<file path="src/rtl/json_byte_lexer_core_macros.svh">
// ----------------------------------------------------------------------------
// json byte lexer assertion macros
// shared concurrent assertion forms, clocked on clk and held off in reset
// ----------------------------------------------------------------------------
`ifndef JSON_BYTE_LEXER_CORE_MACROS_SVH
`define JSON_BYTE_LEXER_CORE_MACROS_SVH

// same-cycle implication
`define JBL_ASSERT_NOW(lbl, ante, cons, msg) \
  lbl: assert property (@(posedge clk) disable iff (rst) (ante) |-> (cons)) \
    else $error(msg);

// next-cycle implication
`define JBL_ASSERT_NEXT(lbl, ante, cons, msg) \
  lbl: assert property (@(posedge clk) disable iff (rst) (ante) |=> (cons)) \
    else $error(msg);

`endif

</file>
<file path="src/rtl/jbl_pkg.sv">
// ----------------------------------------------------------------------------
// jbl_pkg
// types, codes and byte classifiers for the json byte lexer
// ----------------------------------------------------------------------------
package jbl_pkg;

  localparam int POS_WIDTH_DEF = 16;

  localparam int FIFO_DEPTH = 4;
  localparam int FIFO_AW = $clog2(FIFO_DEPTH);
  localparam logic [FIFO_AW:0] FIFO_LEVEL_MAX = (FIFO_AW + 1)'(FIFO_DEPTH);
  localparam logic [FIFO_AW:0] FIFO_LEVEL_ROOM = (FIFO_AW + 1)'(FIFO_DEPTH - 2);

  // token kinds
  localparam logic [3:0] KIND_LBRACE   = 4'd0;
  localparam logic [3:0] KIND_LBRACKET = 4'd1;
  localparam logic [3:0] KIND_RBRACE   = 4'd2;
  localparam logic [3:0] KIND_RBRACKET = 4'd3;
  localparam logic [3:0] KIND_COLON    = 4'd4;
  localparam logic [3:0] KIND_COMMA    = 4'd5;
  localparam logic [3:0] KIND_STRING   = 4'd6;
  localparam logic [3:0] KIND_NUMBER   = 4'd7;
  localparam logic [3:0] KIND_TRUE     = 4'd8;
  localparam logic [3:0] KIND_FALSE    = 4'd9;
  localparam logic [3:0] KIND_NULL     = 4'd10;
  localparam logic [3:0] KIND_ERROR    = 4'd11;

  // error codes
  localparam logic [2:0] ERR_NONE    = 3'd0;
  localparam logic [2:0] ERR_ILLEGAL = 3'd1;
  localparam logic [2:0] ERR_LITERAL = 3'd2;
  localparam logic [2:0] ERR_NUMBER  = 3'd3;
  localparam logic [2:0] ERR_ESCAPE  = 3'd4;

  // literal selectors
  localparam logic [1:0] LIT_TRUE  = 2'd0;
  localparam logic [1:0] LIT_FALSE = 2'd1;
  localparam logic [1:0] LIT_NULL  = 2'd2;

  // characters
  localparam logic [7:0] CH_QUOTE    = 8'h22;
  localparam logic [7:0] CH_BSLASH   = 8'h5C;
  localparam logic [7:0] CH_SLASH    = 8'h2F;
  localparam logic [7:0] CH_LBRACE   = 8'h7B;
  localparam logic [7:0] CH_LBRACKET = 8'h5B;
  localparam logic [7:0] CH_RBRACE   = 8'h7D;
  localparam logic [7:0] CH_RBRACKET = 8'h5D;
  localparam logic [7:0] CH_COLON    = 8'h3A;
  localparam logic [7:0] CH_COMMA    = 8'h2C;
  localparam logic [7:0] CH_MINUS    = 8'h2D;
  localparam logic [7:0] CH_PLUS     = 8'h2B;
  localparam logic [7:0] CH_POINT    = 8'h2E;
  localparam logic [7:0] CH_LOW_E    = 8'h65;
  localparam logic [7:0] CH_UP_E     = 8'h45;
  localparam logic [7:0] CH_ZERO     = 8'h30;
  localparam logic [7:0] CH_NINE     = 8'h39;
  localparam logic [7:0] CH_SPACE    = 8'h20;
  localparam logic [7:0] CH_TAB      = 8'h09;
  localparam logic [7:0] CH_CR       = 8'h0D;
  localparam logic [7:0] CH_A        = 8'h61;
  localparam logic [7:0] CH_B        = 8'h62;
  localparam logic [7:0] CH_F        = 8'h66;
  localparam logic [7:0] CH_L        = 8'h6C;
  localparam logic [7:0] CH_N        = 8'h6E;
  localparam logic [7:0] CH_R        = 8'h72;
  localparam logic [7:0] CH_S        = 8'h73;
  localparam logic [7:0] CH_T        = 8'h74;
  localparam logic [7:0] CH_U        = 8'h75;

  typedef enum logic [1:0] {
    MODE_IDLE,
    MODE_STRING,
    MODE_NUMBER,
    MODE_LITERAL
  } mode_t;

  typedef enum logic [3:0] {
    PH_START   = 4'd0,
    PH_MINUS   = 4'd1,
    PH_ZERO    = 4'd2,
    PH_DIGITS  = 4'd3,
    PH_POINT   = 4'd4,
    PH_FRAC    = 4'd5,
    PH_EXP     = 4'd6,
    PH_EXPSIGN = 4'd7,
    PH_EXPDIG  = 4'd8,
    PH_END     = 4'd9,
    PH_BAD     = 4'd15
  } phase_t;

  typedef struct packed {
    logic [3:0]  kind;
    logic [15:0] start;
    logic [15:0] length;
    logic [2:0]  code;
    logic        last;
  } token_t;

  // results of one byte
  typedef struct packed {
    logic [1:0] count;
    token_t     first;
    token_t     second;
  } batch_t;

  typedef struct packed {
    logic               not_empty;
    logic               room;
    logic [FIFO_AW:0]   level;
  } fifo_stat_t;

  function automatic logic is_space(input logic [7:0] c);
    return (c == CH_SPACE) || (c >= CH_TAB && c <= CH_CR);
  endfunction

  function automatic logic is_digit(input logic [7:0] c);
    return (c >= CH_ZERO) && (c <= CH_NINE);
  endfunction

  function automatic logic is_number_end(input logic [7:0] c);
    return is_space(c) || c == CH_RBRACE || c == CH_COMMA || c == CH_RBRACKET;
  endfunction

  function automatic logic escape_ok(input logic [7:0] c);
    return c == CH_QUOTE || c == CH_BSLASH || c == CH_SLASH || c == CH_B ||
           c == CH_F || c == CH_N || c == CH_R || c == CH_T || c == CH_U;
  endfunction

  function automatic logic is_punct(input logic [7:0] c);
    return c == CH_LBRACE || c == CH_LBRACKET || c == CH_RBRACE ||
           c == CH_RBRACKET || c == CH_COLON || c == CH_COMMA;
  endfunction

  function automatic logic [3:0] punct_kind(input logic [7:0] c);
    logic [3:0] k;
    case (c)
      CH_LBRACE:   k = KIND_LBRACE;
      CH_LBRACKET: k = KIND_LBRACKET;
      CH_RBRACE:   k = KIND_RBRACE;
      CH_RBRACKET: k = KIND_RBRACKET;
      CH_COLON:    k = KIND_COLON;
      default:     k = KIND_COMMA;
    endcase
    return k;
  endfunction

  function automatic phase_t number_next(input phase_t ph, input logic [7:0] c);
    logic   e;
    phase_t nx;
    e  = (c == CH_LOW_E) || (c == CH_UP_E);
    nx = PH_BAD;
    case (ph) inside
      PH_START: begin
        if (c == CH_MINUS) nx = PH_MINUS;
        else if (c == CH_ZERO) nx = PH_ZERO;
        else if (is_digit(c)) nx = PH_DIGITS;
      end
      PH_MINUS: begin
        if (c == CH_ZERO) nx = PH_ZERO;
        else if (is_digit(c)) nx = PH_DIGITS;
      end
      PH_ZERO, PH_DIGITS: begin
        if (c == CH_POINT) nx = PH_POINT;
        else if (e) nx = PH_EXP;
        else if (is_number_end(c)) nx = PH_END;
        else if (ph == PH_DIGITS && is_digit(c)) nx = PH_DIGITS;
      end
      PH_POINT: begin
        if (is_digit(c)) nx = PH_FRAC;
      end
      PH_FRAC: begin
        if (is_digit(c)) nx = PH_FRAC;
        else if (e) nx = PH_EXP;
        else if (is_number_end(c)) nx = PH_END;
      end
      PH_EXP: begin
        if (c == CH_PLUS || c == CH_MINUS) nx = PH_EXPSIGN;
        else if (is_digit(c)) nx = PH_EXPDIG;
      end
      PH_EXPSIGN: begin
        if (is_digit(c)) nx = PH_EXPDIG;
      end
      PH_EXPDIG: begin
        if (is_digit(c)) nx = PH_EXPDIG;
        else if (is_number_end(c)) nx = PH_END;
      end
      default: nx = PH_BAD;
    endcase
    return nx;
  endfunction

  function automatic logic [2:0] lit_len(input logic [1:0] k);
    return (k == LIT_FALSE) ? 3'd5 : 3'd4;
  endfunction

  function automatic logic [3:0] lit_kind(input logic [1:0] k);
    logic [3:0] r;
    case (k)
      LIT_FALSE: r = KIND_FALSE;
      LIT_NULL:  r = KIND_NULL;
      default:   r = KIND_TRUE;
    endcase
    return r;
  endfunction

  // expected letter of a literal at a given index
  function automatic logic [7:0] lit_char(input logic [1:0] k, input logic [2:0] i);
    logic [7:0] ch;
    ch = 8'h00;
    case (k)
      LIT_FALSE: begin
        case (i)
          3'd0:    ch = CH_F;
          3'd1:    ch = CH_A;
          3'd2:    ch = CH_L;
          3'd3:    ch = CH_S;
          3'd4:    ch = CH_LOW_E;
          default: ch = 8'h00;
        endcase
      end
      LIT_NULL: begin
        case (i)
          3'd0:    ch = CH_N;
          3'd1:    ch = CH_U;
          3'd2:    ch = CH_L;
          3'd3:    ch = CH_L;
          default: ch = 8'h00;
        endcase
      end
      default: begin
        case (i)
          3'd0:    ch = CH_T;
          3'd1:    ch = CH_R;
          3'd2:    ch = CH_U;
          3'd3:    ch = CH_LOW_E;
          default: ch = 8'h00;
        endcase
      end
    endcase
    return ch;
  endfunction

endpackage

</file>
<file path="src/rtl/jbl_byte_if.sv">
// ----------------------------------------------------------------------------
// jbl_byte_if
// document byte channel: valid/ready with one text byte per beat
// ----------------------------------------------------------------------------
interface jbl_byte_if;
  logic       valid;
  logic       ready;
  logic [7:0] data_byte;
  logic       end_of_document;

  modport source (output valid, output data_byte, output end_of_document, input ready);
  modport sink (input valid, input data_byte, input end_of_document, output ready);
endinterface

</file>
<file path="src/rtl/jbl_token_if.sv">
// ----------------------------------------------------------------------------
// jbl_token_if
// token channel: valid/ready with one token per beat
// ----------------------------------------------------------------------------
interface jbl_token_if;
  logic        valid;
  logic        ready;
  logic [3:0]  token_kind;
  logic [15:0] token_start;
  logic [15:0] token_length;
  logic [2:0]  error_code;
  logic        run_last;

  modport source (
    output valid, output token_kind, output token_start, output token_length,
    output error_code, output run_last, input ready
  );
  modport sink (
    input valid, input token_kind, input token_start, input token_length,
    input error_code, input run_last, output ready
  );
endinterface

</file>
<file path="src/rtl/json_byte_lexer_core.sv">
// ----------------------------------------------------------------------------
// json_byte_lexer_core
// byte-serial json tokenizer: braces, brackets, colon, comma, strings,
// numbers and literals with start offset and length, one error per document
// ----------------------------------------------------------------------------
// channel  dir  beat
// text     in   data_byte, end_of_document
// tokens   out  token_kind, token_start, token_length, error_code, run_last
//
// one byte per cycle while the token queue has room; a byte passes the input register
// to the step logic and its tokens are written into the token queue before they are offered
// a byte that ends a number and is a brace, bracket or comma gives two tokens, queued together
// the token queue holds four entries; text stalls while more than two wait
// synchronous reset clears all lexer state at once, no clearing pass
// ----------------------------------------------------------------------------
`include "json_byte_lexer_core_macros.svh"

module json_byte_lexer_core #(
  parameter int POS_WIDTH = jbl_pkg::POS_WIDTH_DEF
) (
  input  logic  clk,
  input  logic  rst,
  jbl_byte_if.sink    text,
  jbl_token_if.source tokens
);

  logic                 in_valid;
  logic [7:0]           in_byte;
  logic                 in_eod;
  logic                 advance;
  jbl_pkg::batch_t      batch;
  jbl_pkg::token_t      head;
  jbl_pkg::fifo_stat_t  fifo_stat;

  // input register
  always_ff @(posedge clk) begin
    if (rst) begin
      in_valid <= 1'b0;
    end else if (text.ready) begin
      in_valid <= text.valid;
    end
  end

  always_ff @(posedge clk) begin
    if (text.valid && text.ready) begin
      in_byte <= text.data_byte;
      in_eod  <= text.end_of_document;
    end
  end

  assign advance    = in_valid && fifo_stat.room;
  assign text.ready = !in_valid || fifo_stat.room;

  jbl_scan #(
    .POS_WIDTH (POS_WIDTH)
  ) u_scan (
    .clk             (clk),
    .rst             (rst),
    .fire            (advance),
    .data_byte       (in_byte),
    .end_of_document (in_eod),
    .batch           (batch)
  );

  jbl_res_fifo u_fifo (
    .clk   (clk),
    .rst   (rst),
    .batch (batch),
    .pop   (tokens.valid && tokens.ready),
    .head  (head),
    .stat  (fifo_stat)
  );

  assign tokens.valid        = fifo_stat.not_empty;
  assign tokens.token_kind   = head.kind;
  assign tokens.token_start  = head.start;
  assign tokens.token_length = head.length;
  assign tokens.error_code   = head.code;
  assign tokens.run_last     = head.last;

  `JBL_ASSERT_NOW(a_level_bound, 1'b1, fifo_stat.level <= jbl_pkg::FIFO_LEVEL_MAX, "token queue overflow")
  `JBL_ASSERT_NOW(a_pair_shape, batch.count == 2'd2, batch.first.kind == jbl_pkg::KIND_NUMBER && !batch.first.last && batch.second.last, "bad token pair")
  `JBL_ASSERT_NOW(a_single_last, batch.count == 2'd1, batch.first.last, "single token without run_last")
  `JBL_ASSERT_NEXT(a_stall_hold, in_valid && !fifo_stat.room, in_valid && $stable(in_byte), "stalled byte lost")

endmodule

</file>
<file path="src/rtl/jbl_scan.sv">
// ----------------------------------------------------------------------------
// jbl_scan
// lexer state and combinational byte step, up to two tokens per byte
// ----------------------------------------------------------------------------
module jbl_scan #(
  parameter int POS_WIDTH = jbl_pkg::POS_WIDTH_DEF
) (
  input  logic             clk,
  input  logic             rst,
  input  logic             fire,
  input  logic [7:0]       data_byte,
  input  logic             end_of_document,
  output jbl_pkg::batch_t  batch
);

  jbl_pkg::mode_t         mode, mode_next;
  jbl_pkg::phase_t        phase, phase_next;
  logic                   esc, esc_next;
  logic [1:0]             lkind, lkind_next;
  logic [2:0]             lidx, lidx_next;
  logic [POS_WIDTH-1:0]   pos, pos_next;
  logic [POS_WIDTH-1:0]   origin, origin_next;
  logic                   sticky, sticky_next;

  jbl_pkg::token_t        res [2];
  logic [1:0]             cnt;
  logic                   do_idle;
  jbl_pkg::phase_t        nx;
  jbl_pkg::phase_t        st;
  logic [2:0]             lidx_inc;
  logic [POS_WIDTH-1:0]   p_inc;

  function automatic logic [15:0] to16(input logic [POS_WIDTH-1:0] v);
    logic [31:0] w;
    w = 32'(v);
    return w[15:0];
  endfunction

  function automatic jbl_pkg::token_t mk(input logic [3:0] kind,
                                         input logic [POS_WIDTH-1:0] start,
                                         input logic [POS_WIDTH-1:0] len,
                                         input logic [2:0] code);
    jbl_pkg::token_t t;
    t.kind   = kind;
    t.start  = to16(start);
    t.length = to16(len);
    t.code   = code;
    t.last   = 1'b0;
    return t;
  endfunction

  always_ff @(posedge clk) begin
    if (rst) begin
      mode   <= jbl_pkg::MODE_IDLE;
      phase  <= jbl_pkg::PH_START;
      esc    <= 1'b0;
      lkind  <= jbl_pkg::LIT_TRUE;
      lidx   <= 3'd0;
      pos    <= '0;
      origin <= '0;
      sticky <= 1'b0;
    end else begin
      mode   <= mode_next;
      phase  <= phase_next;
      esc    <= esc_next;
      lkind  <= lkind_next;
      lidx   <= lidx_next;
      pos    <= pos_next;
      origin <= origin_next;
      sticky <= sticky_next;
    end
  end

  always_comb begin
    mode_next   = mode;
    phase_next  = phase;
    esc_next    = esc;
    lkind_next  = lkind;
    lidx_next   = lidx;
    pos_next    = pos;
    origin_next = origin;
    sticky_next = sticky;
    res[0]      = '0;
    res[1]      = '0;
    cnt         = 2'd0;
    do_idle     = 1'b0;
    nx          = jbl_pkg::number_next(phase, data_byte);
    st          = jbl_pkg::number_next(jbl_pkg::PH_START, data_byte);
    lidx_inc    = lidx + 3'd1;
    p_inc       = pos + POS_WIDTH'(1);

    if (fire && !sticky) begin
      unique case (mode)
        jbl_pkg::MODE_STRING: begin
          if (esc) begin
            if (jbl_pkg::escape_ok(data_byte)) begin
              esc_next = 1'b0;
            end else begin
              res[cnt[0]] = mk(jbl_pkg::KIND_ERROR, pos, '0, jbl_pkg::ERR_ESCAPE);
              cnt = cnt + 2'd1;
              sticky_next = 1'b1;
              mode_next = jbl_pkg::MODE_IDLE;
            end
          end else if (data_byte == jbl_pkg::CH_BSLASH) begin
            esc_next = 1'b1;
          end else if (data_byte == jbl_pkg::CH_QUOTE) begin
            res[cnt[0]] = mk(jbl_pkg::KIND_STRING, origin, pos - origin, jbl_pkg::ERR_NONE);
            cnt = cnt + 2'd1;
            mode_next = jbl_pkg::MODE_IDLE;
          end
        end
        jbl_pkg::MODE_NUMBER: begin
          if (nx == jbl_pkg::PH_BAD) begin
            res[cnt[0]] = mk(jbl_pkg::KIND_ERROR, pos, '0, jbl_pkg::ERR_NUMBER);
            cnt = cnt + 2'd1;
            sticky_next = 1'b1;
            mode_next = jbl_pkg::MODE_IDLE;
          end else if (nx == jbl_pkg::PH_END) begin
            res[cnt[0]] = mk(jbl_pkg::KIND_NUMBER, origin, pos - origin, jbl_pkg::ERR_NONE);
            cnt = cnt + 2'd1;
            mode_next = jbl_pkg::MODE_IDLE;
            phase_next = jbl_pkg::PH_START;
            do_idle = 1'b1;
          end else begin
            phase_next = nx;
          end
        end
        jbl_pkg::MODE_LITERAL: begin
          if (lidx < jbl_pkg::lit_len(lkind) &&
              data_byte == jbl_pkg::lit_char(lkind, lidx)) begin
            lidx_next = lidx_inc;
            if (lidx_inc == jbl_pkg::lit_len(lkind)) begin
              res[cnt[0]] = mk(jbl_pkg::lit_kind(lkind), origin,
                               POS_WIDTH'(jbl_pkg::lit_len(lkind)), jbl_pkg::ERR_NONE);
              cnt = cnt + 2'd1;
              mode_next = jbl_pkg::MODE_IDLE;
            end
          end else begin
            res[cnt[0]] = mk(jbl_pkg::KIND_ERROR, pos, '0, jbl_pkg::ERR_LITERAL);
            cnt = cnt + 2'd1;
            sticky_next = 1'b1;
            mode_next = jbl_pkg::MODE_IDLE;
          end
        end
        jbl_pkg::MODE_IDLE: begin
          do_idle = 1'b1;
        end
      endcase

      if (do_idle && !jbl_pkg::is_space(data_byte)) begin
        if (jbl_pkg::is_punct(data_byte)) begin
          res[cnt[0]] = mk(jbl_pkg::punct_kind(data_byte), pos, POS_WIDTH'(1),
                           jbl_pkg::ERR_NONE);
          cnt = cnt + 2'd1;
        end else if (data_byte == jbl_pkg::CH_QUOTE) begin
          mode_next = jbl_pkg::MODE_STRING;
          esc_next = 1'b0;
          origin_next = p_inc;
        end else if (data_byte == jbl_pkg::CH_T || data_byte == jbl_pkg::CH_F ||
                     data_byte == jbl_pkg::CH_N) begin
          mode_next = jbl_pkg::MODE_LITERAL;
          lkind_next = (data_byte == jbl_pkg::CH_T) ? jbl_pkg::LIT_TRUE :
                       (data_byte == jbl_pkg::CH_F) ? jbl_pkg::LIT_FALSE :
                       jbl_pkg::LIT_NULL;
          lidx_next = 3'd1;
          origin_next = pos;
        end else if (jbl_pkg::is_digit(data_byte) || data_byte == jbl_pkg::CH_MINUS ||
                     data_byte == jbl_pkg::CH_POINT) begin
          origin_next = pos;
          if (st == jbl_pkg::PH_BAD) begin
            res[cnt[0]] = mk(jbl_pkg::KIND_ERROR, pos, '0, jbl_pkg::ERR_NUMBER);
            cnt = cnt + 2'd1;
            sticky_next = 1'b1;
            mode_next = jbl_pkg::MODE_IDLE;
          end else begin
            mode_next = jbl_pkg::MODE_NUMBER;
            phase_next = st;
          end
        end else begin
          res[cnt[0]] = mk(jbl_pkg::KIND_ERROR, pos, '0, jbl_pkg::ERR_ILLEGAL);
          cnt = cnt + 2'd1;
          sticky_next = 1'b1;
          mode_next = jbl_pkg::MODE_IDLE;
        end
      end

      // flush of a pending string or number at end of document; an unfinished literal gives an error
      if (end_of_document && !sticky_next) begin
        unique case (mode_next)
          jbl_pkg::MODE_STRING: begin
            res[cnt[0]] = mk(jbl_pkg::KIND_STRING, origin_next, p_inc - origin_next,
                             jbl_pkg::ERR_NONE);
            cnt = cnt + 2'd1;
          end
          jbl_pkg::MODE_NUMBER: begin
            res[cnt[0]] = mk(jbl_pkg::KIND_NUMBER, origin_next, p_inc - origin_next,
                             jbl_pkg::ERR_NONE);
            cnt = cnt + 2'd1;
          end
          jbl_pkg::MODE_LITERAL: begin
            res[cnt[0]] = mk(jbl_pkg::KIND_ERROR, pos, '0, jbl_pkg::ERR_LITERAL);
            cnt = cnt + 2'd1;
          end
          jbl_pkg::MODE_IDLE: begin
          end
        endcase
      end
    end

    if (cnt == 2'd1) begin
      res[0].last = 1'b1;
    end else if (cnt == 2'd2) begin
      res[1].last = 1'b1;
    end

    if (fire) begin
      if (end_of_document) begin
        mode_next   = jbl_pkg::MODE_IDLE;
        phase_next  = jbl_pkg::PH_START;
        esc_next    = 1'b0;
        lkind_next  = jbl_pkg::LIT_TRUE;
        lidx_next   = 3'd0;
        pos_next    = '0;
        origin_next = '0;
        sticky_next = 1'b0;
      end else begin
        pos_next = p_inc;
      end
    end

    batch.count  = cnt;
    batch.first  = res[0];
    batch.second = res[1];
  end

endmodule

</file>
<file path="src/rtl/jbl_res_fifo.sv">
// ----------------------------------------------------------------------------
// jbl_res_fifo
// small token queue, takes up to two tokens per cycle and gives one
// ----------------------------------------------------------------------------
module jbl_res_fifo (
  input  logic                 clk,
  input  logic                 rst,
  input  jbl_pkg::batch_t      batch,
  input  logic                 pop,
  output jbl_pkg::token_t      head,
  output jbl_pkg::fifo_stat_t  stat
);

  localparam int AW = jbl_pkg::FIFO_AW;

  jbl_pkg::token_t  mem [jbl_pkg::FIFO_DEPTH];
  logic [AW-1:0]    wp, wp_next;
  logic [AW-1:0]    rp, rp_next;
  logic [AW:0]      level, level_next;
  logic [AW-1:0]    wp_inc;

  always_comb begin
    wp_inc     = wp + AW'(1);
    wp_next    = wp + AW'(batch.count);
    rp_next    = rp + AW'(pop);
    level_next = level + (AW + 1)'(batch.count) - (AW + 1)'(pop);
  end

  always_ff @(posedge clk) begin
    if (rst) begin
      wp    <= '0;
      rp    <= '0;
      level <= '0;
    end else begin
      wp    <= wp_next;
      rp    <= rp_next;
      level <= level_next;
    end
  end

  always_ff @(posedge clk) begin
    if (batch.count != 2'd0) begin
      mem[wp] <= batch.first;
    end
    if (batch.count == 2'd2) begin
      mem[wp_inc] <= batch.second;
    end
  end

  assign head           = mem[rp];
  assign stat.not_empty = (level != '0);
  assign stat.room      = (level <= jbl_pkg::FIFO_LEVEL_ROOM);
  assign stat.level     = level;

endmodule
</file>
<file path="src/flat_wrapper.sv">
// flat-port wrapper written by rule: the top's interface ports become plain ports
module json_byte_lexer_core_flat 
#(
  parameter int POS_WIDTH = jbl_pkg::POS_WIDTH_DEF
)
  (clk, rst, text_valid, text_data_byte, text_end_of_document, text_ready, tokens_valid, tokens_token_kind, tokens_token_start, tokens_token_length, tokens_error_code, tokens_run_last, tokens_ready);
  jbl_byte_if text_i ();
  jbl_token_if tokens_i ();
  input  logic clk;
  input  logic rst;
  input wire logic [$bits(text_i.valid)-1:0] text_valid;
  input wire logic [$bits(text_i.data_byte)-1:0] text_data_byte;
  input wire logic [$bits(text_i.end_of_document)-1:0] text_end_of_document;
  output wire logic [$bits(text_i.ready)-1:0] text_ready;
  output wire logic [$bits(tokens_i.valid)-1:0] tokens_valid;
  output wire logic [$bits(tokens_i.token_kind)-1:0] tokens_token_kind;
  output wire logic [$bits(tokens_i.token_start)-1:0] tokens_token_start;
  output wire logic [$bits(tokens_i.token_length)-1:0] tokens_token_length;
  output wire logic [$bits(tokens_i.error_code)-1:0] tokens_error_code;
  output wire logic [$bits(tokens_i.run_last)-1:0] tokens_run_last;
  input wire logic [$bits(tokens_i.ready)-1:0] tokens_ready;
  assign text_i.valid = text_valid;
  assign text_i.data_byte = text_data_byte;
  assign text_i.end_of_document = text_end_of_document;
  assign text_ready = text_i.ready;
  assign tokens_valid = tokens_i.valid;
  assign tokens_token_kind = tokens_i.token_kind;
  assign tokens_token_start = tokens_i.token_start;
  assign tokens_token_length = tokens_i.token_length;
  assign tokens_error_code = tokens_i.error_code;
  assign tokens_run_last = tokens_i.run_last;
  assign tokens_i.ready = tokens_ready;
  json_byte_lexer_core #(.POS_WIDTH(POS_WIDTH)) u_core (.clk(clk), .rst(rst), .text(text_i), .tokens(tokens_i));
endmodule
</file>
<file path="config.mk">
export PLATFORM = sky130hd
export DESIGN_NAME = json_byte_lexer_core_flat
export DESIGN_NICKNAME = d
export VERILOG_FILES = /design/src/rtl/jbl_pkg.sv /design/src/rtl/jbl_byte_if.sv /design/src/rtl/jbl_token_if.sv /design/src/rtl/json_byte_lexer_core.sv /design/src/rtl/jbl_scan.sv /design/src/rtl/jbl_res_fifo.sv /design/src/flat_wrapper.sv
export VERILOG_INCLUDE_DIRS = /design/src /design/src/rtl
export SDC_FILE = /design/constraint.sdc
export NUM_CORES = 1
export LEC_CHECK = 0
export BUFFER_PORTS_ARGS = -buffer_cell sky130_fd_sc_hd__buf_4
export CORE_ASPECT_RATIO = 1.75
export CORE_MARGIN = 2
export CORE_UTILIZATION = 65
export CTS_CLUSTER_DIAMETER = 30
export CTS_CLUSTER_SIZE = 8
export DETAILED_ROUTE_END_ITERATION = 16
export PLACE_DENSITY = 0.81
export SLEW_MARGIN = 40
export SYNTH_ARGS = -nofsm -noshare
export SYNTH_HDL_FRONTEND = slang
export SYNTH_SLANG_ARGS = --single-unit
</file>
<file path="constraint.sdc">
create_clock -name clk -period 15.2 [get_ports clk]
set_clock_uncertainty 0.1 [all_clocks]
set_input_delay 3.04 -clock clk [delete_from_list [all_inputs] [get_ports clk]]
set_output_delay 3.04 -clock clk [all_outputs]
set_load 0.01 [all_outputs]
</file>
# After elaboration in Yosys (flattened, before gate mapping)
# Memory sizes are Yosys's and may differ from the RTL's. A register that Yosys moved wholly into a read port is not among the register bits.
# Cells that the tools add are included.
[classes]
n_addsub = 11
mul = 0
n_div = 0
magnitude_cmp = 10
eq_ne = 49
n_shift = 0
muxes = 180
bitwise = 2
reduce_logical = 48
[ops]
columns = ["op", "count"]
rows = [
  ["$mux W80", 9],
  ["$bwmux W80", 6],
  ["$mux W40", 8],
  ["$pmux W80 S3", 1],
  ["$mux W16", 10],
  ["$mux W4", 35],
  ["$pmux W40 S3", 1],
  ["$mux W39", 3],
  ["$eq A8 B7 Y1 const B", 13],
  ["$mux W2", 41],
  ["$demux W40 S1", 2],
  ["$eq A8 B6 Y1 const B", 9],
  ["$mux W1", 41],
  ["$pmux W7 S5", 1],
  ["$mux W3", 11],
  ["$sub A16 B16 Y16", 2],
  ["$pmux W7 S4", 1],
  ["$logic_or A1 B1 Y1", 24],
  ["$pmux W7 S3", 1],
  ["$add A16 B1 Y16 const B", 1],
  ["$eq A4 B3 Y1 const B", 4],
  ["$eq A4 B4 Y1 const B", 4],
  ["$mux W8", 2],
  ["$pmux W8 S2", 1],
  ["38 further kinds", 69],
]
[word_totals]
ff_bits = 62
latchBits = 0
mem_bits_rw = 160
rom_bits = 0
output_inout_bits = 42
word_cells = 315
memories = 1
[memory_table]
columns = ["memory", "depth", "width", "read_ports", "rd_clocked_by_memory_dff", "wr", "line", "rtl"]
rows = [
  ["u_core.u_fifo.mem", 4, 40, 1, 1, 2, "jbl_res_fifo.sv:16", "jbl_pkg::token_t mem [jbl_pkg::FIFO_DEPTH];"],
]

# Depth between registers and ports, before layout
[depth]
ltp_word = 40
ltp_mapped = 24

# By module
# From an unflattened synthesis, not the netlist that was laid out.
[unflattened]
cells_unflattened = 1492
area_unflattened_um2 = 15671.3
[modules_own_cells]
columns = ["module", "n_inst", "cells_per_inst", "area_each_um2", "seq_area_each_um2"]
rows = [
  ["jbl_res_fifo", 1, 430, 8355.5, 4944.7],
  ["jbl_scan", 1, 1046, 6976.7, 900.9],
  ["json_byte_lexer_core", 1, 16, 339.1, 290.3],
]

# Worst setup path before layout
# OpenSTA, ideal clock, no wires.
[synth_timing]
path_kind = "register to register"
startpoint = "reg u_core.u_scan.lidx[2]"
endpoint = "mem u_core.u_fifo.mem[0][0] (netlist name), enable pin"
setup_time_ns = 0.403
arrival_time_ns = 5.292
required_time_ns = 14.697
setup_slack_ns = 9.405
path_stages_with_launch = 21
period_less_slack_ns = 5.795
cell_sequence = "dfxtp_1 -> clkbuf_1 -> inv_1 -> ha_1 -> o21ai_0 -> o311ai_0 -> a22oi_1 -> xnor2_1 -> nor4_1 -> a31oi_1 -> nor3_1 -> inv_1 -> ha_1 -> nand2_1 -> nand3_1 -> a21oi_2 -> or2_4 -> or3_4 -> buf_6 -> nand2_1 -> a32o_1"
[synth_lines]
columns = ["element", "line", "rtl"]
rows = [
  ["from (decl)", "jbl_scan.sv:20", "logic [2:0] lidx, lidx_next;"],
  ["from (signal assigned)", "jbl_scan.sv:67", "lidx <= lidx_next;"],
  ["to (decl)", "jbl_res_fifo.sv:16", ""],
]

==> impl_metrics.py <==
metrics = {
    "logic_synthesis": {
        "post_syn_nets": 1527,
        "netlist_top_cells_area": "sky130_fd_sc_hd__edfxtp_1, sky130_fd_sc_hd__mux2i_1, sky130_fd_sc_hd__dfxtp_1",
        "yosys.area.top_type": "sky130_fd_sc_hd__edfxtp_1",
        "synth.yosys.warnings": 0,
        "synth_top_area_frac": 0.335,
        "netlist_top_cells_count": "sky130_fd_sc_hd__edfxtp_1, sky130_fd_sc_hd__mux2i_1, sky130_fd_sc_hd__nor2_1, sky130_fd_sc_hd__nand2_1, sky130_fd_sc_hd__a21oi_1",
        "postSynthRegisterBits": 222,
        "postSynthAreaPerCell_um2": 10.4,
        "post_synth_num_cell_types": 92,
        "seq_area_frac_synth": 0.406,
        "synthFlopType": "sky130_fd_sc_hd__edfxtp_1",
        "synth_async_sr_flop_share": 0,
        "most_frequently_used_cell_type_in_the_post_synthesis_netlist": "sky130_fd_sc_hd__edfxtp_1",
        "syn-cell-area_um2": 15100,
        "synthCells": 1461,
        "synth-edff-count": 169,
    },
    "timing": {
        "fin_worst_hold_slack_ns": 0.396,
        "timing.final.setup_violations": 0,
        "final_max_slew_viols": 0,
        "final_period_demand_of_the_worst_path_ns": 6.88,
        "rsz0062_at_grt": "false",
        "final.setup.tns_ns": 0,
        "hold_viol": 0,
        "slew-limit-headroom": 0.377,
        "part_of_the_cycle_the_worst_path_needs": 0.452,
        "setup_slack_ns": 8.32,
        "worst_pin_slew_ns": 0.928,
        "fmaxAchievable_mhz": 145,
    },
    "cts": {
        "post_cts_buffers": 0,
        "tritoncts": "built",
        "clkSinkCount": 222,
        "tritoncts.num_buffers": 40,
        "cts_buffer_depth": 3,
        "cts.reportedPaths.clkPinSlew_ns": 0.05,
        "ctsResizeCount": 0,
        "clock_latency_ns": 0.53,
        "clk_root_buffer_cell": "sky130_fd_sc_hd__clkbuf_16",
        "cts_max_level": 2,
        "cts-hold-fix-buffers": 0,
    },
    "critical_path": {
        "criticalPathCategory": "reg2reg",
        "path_max_fanout": 18,
        "setup.worst_path.start_class": "flip-flop",
        "crit_path_end_kind": "flip-flop",
        "regToRegSetupSlack_ns": 8.32,
        "path_cells": "xor2_1, and4_1, or3b_2, or4_1, nor2_2, nor2_1, a21oi_1, inv_1, ha_1, nor2b_1, o21ai_0, a21boi_0, o21ai_0, a2111oi_0, o21a_1, o41ai_1, xnor2_1, a22oi_1, mux2i_1",
        "worst_path_most_repeated_cell": "sky130_fd_sc_hd__o21ai_0",
        "critPathCapture": "u_core.u_fifo.mem[0][16]$_DFFE_PP_",
        "worst_setup_path_startpoint": "u_core.in_byte[1]$_DFFE_PP_",
        "reg2reg_to": "u_core.u_fifo.mem[0][16]$_DFFE_PP_",
        "cells_on_worst_reg2reg_path": 19,
        "timing.critical_path.required_ns": 15.36,
        "startpoint_of_the_worst_slack_reg_to_reg_timing_path": "u_core.in_byte[1]$_DFFE_PP_",
        "cpMaxStageDelayCell": "sky130_fd_sc_hd__or4_1",
        "slowest_delay_ns": 0.87,
        "critical_path_arrival_ns": 7.03,
    },
    "drt": {
        "via_count": 12594,
        "final_antenna_net_count": 0,
        "first_iter_violations": 1187,
        "route.detailed.drc": 0,
        "drt_first_pass_iters": 9,
        "via_per_inst": 7.01,
        "postRouteWirelength_um": 45500,
        "wl_per_cell_um": 25.3,
    },
    "place": {
        "port_buffers": 54,
        "place_congestion": 0.974,
        "preCtsSetupSlack_ns": 8.64,
        "detail_placement_hpwl_um": 30300,
        "place_area_um2": 15600,
        "dp_cells": 1737,
    },
    "global_routing": {
        "antenna_found_initial": 0,
        "globalRouteTotalUtil": 0.375,
        "maximum_number_of_pins_on_one_net_before_global_route_repair": 57,
        "first_global_vias": 12668,
        "overflow": 0,
        "grt_first_pass_wirelength_um": 70800,
    },
    "power_and_ir_drop": {
        "irDropWorstVdd_mv": 0.0869,
        "leakage_power_nw": 5.57,
        "finalPower_mw": 2.14,
        "cellPowerDensity_nw_per_um2": 127,
    },
    "final_layout": {
        "area.growth.synth_to_final_pct": 11.4,
        "post_layout_nonfiller_instances": 1797,
        "sequential_cell_area_um2": 6140,
        "layout.cell_area.non_filler_um2": 16900,
        "final_nets": 1545,
        "nFillCells": 1625,
        "diodes": 0,
        "fin_util": 0.738,
        "multiInputGateArea_um2": 8340,
        "final_layout_size_suffix_gt1_frac": 0.154,
    },
    "floorplan": {
        "fp.coreArea_um2": 22800,
        "dieArea_um2": 24600,
        "die_h_um": 206,
        "initial_core_util": 0.663,
        "num_rows": 73,
        "io-pin-count": 55,
        "die_w_um": 119,
    },
    "worst_hold_path": {
        "worstHoldPathType": "reg2reg",
    },
    "run": {
        "drv.max_cap_violation_count": 0,
    },
    "run_status": {
        "run_status": "complete, no violations",
    },
}
==> sequential cells by signal, indices dropped and copies added, names as in the netlist, 2 cells and up <==
register,cells
u_core.u_fifo.wp,2
u_core.u_scan.lidx,3
u_core.u_scan.origin,16
u_core.u_scan.lkind,2
u_core.u_fifo.rp,2
u_core.in_byte,8
u_core.u_scan.pos,16
u_core.u_scan.mode,2
u_core.u_fifo.mem,160
u_core.u_scan.phase,4
u_core.u_fifo.level,3
==> kinds of logic after synthesis <==
family / share of synthesized area
AOI/OAI and AO/OA: 0.167
xor gates and xnor gates: 0.0336
adders and majority gates: 0.0453
buffers and inverters: 0.0493
DFF: 0.406
muxes: 0.158
and+or+nand+nor: 0.141
==> how the worst min path moves through the flow <==
stage                                                endpoint  slack, ns                           startpoint  cells after the start
final                      u_core.u_scan.origin[2]$_SDFF_PP0_       0.40   u_core.u_scan.origin[2]$_SDFF_PP0_                      2
after global routing       u_core.u_scan.origin[1]$_SDFF_PP0_       0.41   u_core.u_scan.origin[1]$_SDFF_PP0_                      2
after CTS                  u_core.u_scan.origin[9]$_SDFF_PP0_       0.39   u_core.u_scan.origin[9]$_SDFF_PP0_                      2
after detailed placement   u_core.u_scan.origin[9]$_SDFF_PP0_       0.39   u_core.u_scan.origin[9]$_SDFF_PP0_                      2
after global placement     u_core.u_scan.origin[6]$_SDFF_PP0_       0.37   u_core.u_scan.origin[6]$_SDFF_PP0_                      2
after floorplan           u_core.u_scan.origin[10]$_SDFF_PP0_       0.36  u_core.u_scan.origin[10]$_SDFF_PP0_                      2
==> cells in the final DEF (no fill, tap or decap), types with 6 or more instances in the layout <==
| master | synthesis | routed |
|---|---|---|
| sky130_fd_sc_hd__a211oi_1 | 10 | 10 |
| sky130_fd_sc_hd__a21o_1 | 9 | 8 |
| sky130_fd_sc_hd__a21oi_1 | 88 | 88 |
| sky130_fd_sc_hd__a221oi_2 | 9 | 9 |
| sky130_fd_sc_hd__a22oi_1 | 40 | 40 |
| sky130_fd_sc_hd__a31oi_1 | 15 | 15 |
| sky130_fd_sc_hd__a32oi_1 | 6 | 6 |
| sky130_fd_sc_hd__and2_1 | 12 | 10 |
| sky130_fd_sc_hd__and3_1 | 16 | 16 |
| sky130_fd_sc_hd__buf_4 | 4 | 73 |
| sky130_fd_sc_hd__clkbuf_16 | 0 | 40 |
| sky130_fd_sc_hd__dfxtp_1 | 53 | 51 |
| sky130_fd_sc_hd__edfxtp_1 | 169 | 169 |
| sky130_fd_sc_hd__ha_1 | 50 | 50 |
| sky130_fd_sc_hd__inv_1 | 58 | 58 |
| sky130_fd_sc_hd__mux2i_1 | 142 | 142 |
| sky130_fd_sc_hd__mux4_2 | 40 | 40 |
| sky130_fd_sc_hd__nand2_1 | 104 | 104 |
| sky130_fd_sc_hd__nand2b_1 | 18 | 17 |
| sky130_fd_sc_hd__nand3_1 | 37 | 37 |
| sky130_fd_sc_hd__nand3b_1 | 9 | 9 |
| sky130_fd_sc_hd__nor2_1 | 108 | 105 |
| sky130_fd_sc_hd__nor2b_1 | 21 | 21 |
| sky130_fd_sc_hd__nor3_1 | 38 | 38 |
| sky130_fd_sc_hd__nor4_1 | 15 | 13 |
| sky130_fd_sc_hd__o211ai_1 | 8 | 8 |
| sky130_fd_sc_hd__o21a_1 | 11 | 11 |
| sky130_fd_sc_hd__o21ai_0 | 59 | 59 |
| sky130_fd_sc_hd__o21bai_1 | 7 | 7 |
| sky130_fd_sc_hd__o22a_1 | 8 | 8 |
| sky130_fd_sc_hd__o22ai_1 | 7 | 7 |
| sky130_fd_sc_hd__o31ai_1 | 7 | 6 |
| sky130_fd_sc_hd__or3_1 | 13 | 13 |
| sky130_fd_sc_hd__xnor2_1 | 38 | 38 |
| sky130_fd_sc_hd__xor2_1 | 20 | 19 |
==> routing by layer <==
| layer | up-vias | share of wire | GRT usage |
|---|---|---|---|
| met3 | 218 | 0.074 | 0.0571 |
| met1 | 6041 | 0.35 | 0.425 |
| met5 | - | 0 | 0 |
| met2 | 757 | 0.51 | 0.664 |
| met4 | 0 | 0.066 | 0.229 |
| li1 | 5578 | - | - |
==> worst max-delay path: cells and delay by family, from the launching register on <==
| family | cells | cell delay [ns] |
|---|---|---|
| simple gates | 6 | 2.56 |
| compound gates | 8 | 2.25 |
| flops | 1 | 0.63 |
| xor+xnor | 2 | 0.45 |
| fa+ha+maj | 1 | 0.35 |
| mux | 1 | 0.17 |
| buf+inv | 1 | 0.08 |
==> power by group <==
group	switching, mW	internal, mW	total [mW]	leakage, nW
sequential	0.0283	0.698	0.727	1.97
clock	0.295	0.513	0.809	0.578
combinational	0.349	0.251	0.600	3.02
==> layout make-up <==
type                       count  area share
clock inverter                15     0.00921
sequential                   222       0.364
multi-input combinational   1080       0.495
clock buffer                  45      0.0611
inverter                      58      0.0129
timing repair buffer          77      0.0353
tap                          300      0.0223
Power figures use the tool's default switching activity.
